===== config.mk =====
export PLATFORM = sky130hd
export DESIGN_NAME = ces_cell
export DESIGN_NICKNAME = d
export VERILOG_FILES = /design/src/sv/ces_pkg.sv /design/src/sv/ces_cell.sv
export SDC_FILE = /design/constraint.sdc
export NUM_CORES = 2
export LEC_CHECK = 0
export BUFFER_PORTS_ARGS = -buffer_cell sky130_fd_sc_hd__buf_4
export CORE_ASPECT_RATIO = 0.5
export CORE_UTILIZATION = 40
export DETAILED_ROUTE_END_ITERATION = 7
export PLACE_DENSITY = 0.53
export SKIP_CTS_REPAIR_TIMING = 1
export SLEW_MARGIN = 40
export SYNTH_ARGS = -nofsm -noshare
export SYNTH_HDL_FRONTEND = slang
export SYNTH_SLANG_ARGS = --single-unit

===== constraint.sdc =====
create_clock -name clk -period 26.7 [get_ports clk]
set_input_delay 5.34 -clock clk [delete_from_list [all_inputs] [get_ports clk]]
set_output_delay 5.34 -clock clk [all_outputs]
set_load 0.005 [all_outputs]

===== src/sv/ces_pkg.sv =====
// Shared constants, types and helpers of the cascaded exponential smoother.
package ces_pkg;

  localparam int MAX_STAGES_DEF  = 8;
  localparam int SAMPLE_BITS_DEF = 16;
  localparam int FRAC_BITS_DEF   = 16;

  // Smoothing factors are Q0.16 with one extra bit for the value one.
  localparam int BETA_BITS  = 17;
  localparam int BETA_FRAC  = 16;
  localparam logic [BETA_BITS-1:0] BETA_ONE   = 17'd65536;
  localparam logic [BETA_BITS-1:0] BETA_RESET = 17'd32768;

  localparam int STAGES_BITS = 4;
  localparam logic [STAGES_BITS-1:0] STAGES_RESET = 4'd8;

  localparam int CFG_INDEX_BITS = 2;
  localparam int CFG_DATA_BITS  = BETA_BITS;

  typedef enum logic [CFG_INDEX_BITS-1:0] {
    CFG_BETA_UP   = 2'd0,
    CFG_BETA_DOWN = 2'd1,
    CFG_ASYM_MODE = 2'd2,
    CFG_STAGES    = 2'd3
  } cfg_index_t;

  // Per-cell control from the sequencer.
  typedef struct packed {
    logic load;    // set accumulator to the load value
    logic fire;    // token arrives: update from neighbor data
    logic enable;  // cell is inside the active cascade
  } ces_cell_ctrl_t;

  // Factors above one act as one.
  function automatic logic [BETA_BITS-1:0] beta_clamp(input logic [BETA_BITS-1:0] b);
    return (b > BETA_ONE) ? BETA_ONE : b;
  endfunction

endpackage


===== src/sv/ces_cell.sv =====
// One smoothing cell: holds one stage accumulator and passes a token to its neighbor.
module ces_cell #(
  parameter int ACC_BITS = ces_pkg::SAMPLE_BITS_DEF + ces_pkg::FRAC_BITS_DEF
) (
  input  logic                           clk,
  input  logic                           rst_n,
  input  ces_pkg::ces_cell_ctrl_t        ctrl,
  input  logic signed [ACC_BITS-1:0]     load_value,
  input  logic signed [ACC_BITS-1:0]     din,
  input  logic [ces_pkg::BETA_BITS-1:0]  beta,
  output logic signed [ACC_BITS-1:0]     acc,
  output logic                           token
);

  localparam int PROD_BITS = ACC_BITS + ces_pkg::BETA_BITS + 2;

  logic signed [ACC_BITS-1:0]  acc_r, acc_nxt;
  logic                        token_r, token_nxt;
  logic signed [ACC_BITS:0]    diff;
  logic signed [PROD_BITS-1:0] prod;
  logic signed [ACC_BITS-1:0]  step;

  // The new value stays between old value and input, so the sum never wraps.
  always_comb begin
    diff = {din[ACC_BITS-1], din} - {acc_r[ACC_BITS-1], acc_r};
    prod = diff * $signed({1'b0, beta});
    step = prod[ces_pkg::BETA_FRAC +: ACC_BITS];
    token_nxt = ctrl.fire & ctrl.enable;
    if (ctrl.load) begin
      acc_nxt = load_value;
    end else if (token_nxt) begin
      acc_nxt = acc_r + step;
    end else begin
      acc_nxt = acc_r;
    end
  end

  always_ff @(posedge clk) begin
    if (!rst_n) begin
      acc_r   <= '0;
      token_r <= 1'b0;
    end else begin
      acc_r   <= acc_nxt;
      token_r <= token_nxt;
    end
  end

  assign acc   = acc_r;
  assign token = token_r;

endmodule


==> run summary <==
Outcome: complete, no violations
DP HPWL: 51,400 microns
Met1 WL: 29,900 microns
Most used cell, CP: fa_1
Root buffer cell: clkbuf_16
Critical path launch point: din[0]
#FFs+latches synth: 33
Die Height: 174 microns
First-pass GRT wire length: 108,000 microns
Area growth syn-to-layout: 7.93%
Final Max Tran Viols: 0
Finished Layout Cells: 3,603
Via density: 5.02
CTS Sinks: 33
Worst skew pair latency: 290 ps
Core area: 57,800 sq um
CTS Buf Count: 5
GRT Util Overall: 22.8%
Drt pass-1 iters: 7
Routed WL per cell: 18.0 microns
Via count: 18,100
Ys flop type: dfxtp_1
Period minus WS final: 16,400 ps
Min-delay src: acc[20]$_SDFFE_PN0P_
Antenna violations before repair: 0
H-tree Lvls: 2
Syn nets: 3,559
R2R depth: 44
Crit Path Category: in2reg
Max-cap violations: 0
Post-synthesis cell count: 2,780
Post-synth ARST share: 0%
Synth Area per Inst: 8.47 sq um
Hold Path End: acc[20]$_SDFFE_PN0P_
Worst setup EP type: flip-flop
Flop2flop setup slack: 15,080 ps
CTS Buffer Depth: 2
Setup TNS: 0 ps
Number of placed cells counting well taps: 3,594
Final Setup Violations: 0
GRT overflow: 0
Reg-to-reg startpoint: acc[0]$_SDFFE_PN0P_
Count of cell types in the netlist: 69
GP Congestion: 0.905
Share of layout cells above drive strength 1: 6.70%
Cell area after synthesis: 23,600 sq um
Post-route ant nets: 0
Slowest-stage cell, CP: fa_1
Largest net degree at the start of global routing: 47
Full die area: 59,900 sq um
# DRC: 0
# rows: 62
Uppermost layer routed: met4
Startpoint Class: primary input
Largest fanout on the critical path: 17
Post-synth EDFFs: 0
RSZ-0062 raised after global routing: false
Sequential fraction of the synthesis area: 2.80%
Die Width: 345 microns
WL met3: 2680 microns
Worst Tran Pin Value: 848 ps
Final #Nets: 3,612
Worst EP arrival: 16,570 ps
Yosys top cell by area: fa_1
Starting DRT DRC Count: 964
Buffers on Ports: 118
Top cells by area, synth: fa_1 (44%), inv_1 (11%), ha_1 (9.4%)
CP max stage delay: 560 ps
Period utilization: 61.4%
Max Clock Freq: 61.0 MHz
Post-synth top area share: 43.9%
Io pins: 119
Final hold viol count: 0
WL final: 64,800 microns
Clock Skew: 12.1 ps
Hold path cells: 2
Initial Util: 40.8%
Worst relative slew slack: 43.2%
Met2 wire length: 31,400 microns
Ys Warns: 0
Worst hold path class: reg2reg
CTS tree: done
Clock transition at path regs: 60 ps
WP data required: 26,870 ps
Vias in the first global route: 19,400
Worst r2r dst: acc[30]$_SDFFE_PN0P_
-- sequential cells by signal, indices dropped and copies added (netlist names) --
| register | cells |
|---|---|
| acc | 32 |
| token | 1 |
-- cell usage in the layout (no fill, tap or decap), types with 18 or more instances in the layout --
| cell type | count |
|---|---|
| a21oi_1 | 92 |
| nand3_1 | 21 |
| a21o_1 | 35 |
| xnor2_1 | 64 |
| o21ai_0 | 61 |
| buf_4 | 154 |
| nand2b_1 | 35 |
| ha_1 | 177 |
| nor2_1 | 73 |
| fa_1 | 516 |
| nor3_1 | 18 |
| nand2_1 | 319 |
| and2_1 | 266 |
| dfxtp_1 | 33 |
| inv_1 | 692 |
| xor2_1 | 25 |
| nor2b_1 | 36 |
-- layer usage --
| layer | GRT usage, % | vias up |
|---|---|---|
| met5 | 0 | - |
| met4 | 2.86 | 0 |
| met3 | 2.18 | 47 |
| met2 | 39.7 | 346 |
| met1 | 31.8 | 9234 |
| li1 | - | 8443 |
-- synth_stat cells, drive strengths merged (15+ instances only) --
cell / n
nand3: 21
clkbuf: 103
nor2b: 37
inv: 692
a21o: 35
o21ai: 65
dfxtp: 33
nand2: 319
xor2: 27
and2: 267
a211oi: 15
a21oi: 95
nor2: 73
ha: 177
nand2b: 35
o21a: 19
a31oi: 17
xnor2: 65
fa: 516
nor3: 19
-- layout make-up --
type | count | area, sq um
clock buffers | 6 | 129
fillers | 5866 | 32400
clock inverters | 2 | 10.0
inverters | 692 | 2600
multi-input cells | 1947 | 19900
diodes | 1 | 2.50
flip-flops and latches | 33 | 661
repair buffers | 154 | 1160
well taps | 768 | 961
-- through the flow --
stage | setup slack, ps | utilization, % | instance area (sq um) | hold WS (ps)
6_report | 10300 | 44.0 | 25400 | 553
5_1_grt | 9570 | 44.0 | 25400 | 570
4_1_cts | 10360 | 44.0 | 25400 | 551
3_5_place_dp | 10100 | 43.7 | 25300 | 544
3_3_place_gp | 10350 | 43.7 | 25300 | 536
2_1_floorplan | 11650 | - | 23600 | 495
-- worst max path at each step --
| stage | to |
|---|---|
| 2_1_floorplan | acc[30]$_SDFFE_PN0P_ |
| 3_5_place_dp | acc[30]$_SDFFE_PN0P_ |
| 5_1_grt | acc[30]$_SDFFE_PN0P_ |
| 4_1_cts | acc[30]$_SDFFE_PN0P_ |
| 3_3_place_gp | acc[31]$_SDFFE_PN0P_ |
| 6_report | acc[30]$_SDFFE_PN0P_ |
-- critical path: cells and delay by family --
| kind | cells | cell delay, ps |
|---|---|---|
| fa+ha+maj | 10 | 4480 |
| mux | 1 | 190 |
| xor+xnor | 2 | 420 |
| buf+inv | 7 | 540 |
| simple gates | 7 | 1060 |
| compound gates | 19 | 4530 |
-- cells by family after synthesis --
logic type	count (synthesis)	synth area share, %
compound gates	321	9.01
buf+inv	800	12.9
simple gates	821	17.7
flops	33	2.80
xor+xnor	93	3.52
fa+ha+maj	693	53.3
mux	19	0.839
Power is not shown: default switching activity piles up to over one toggle a cycle in this logic, so the estimate is an artifact.
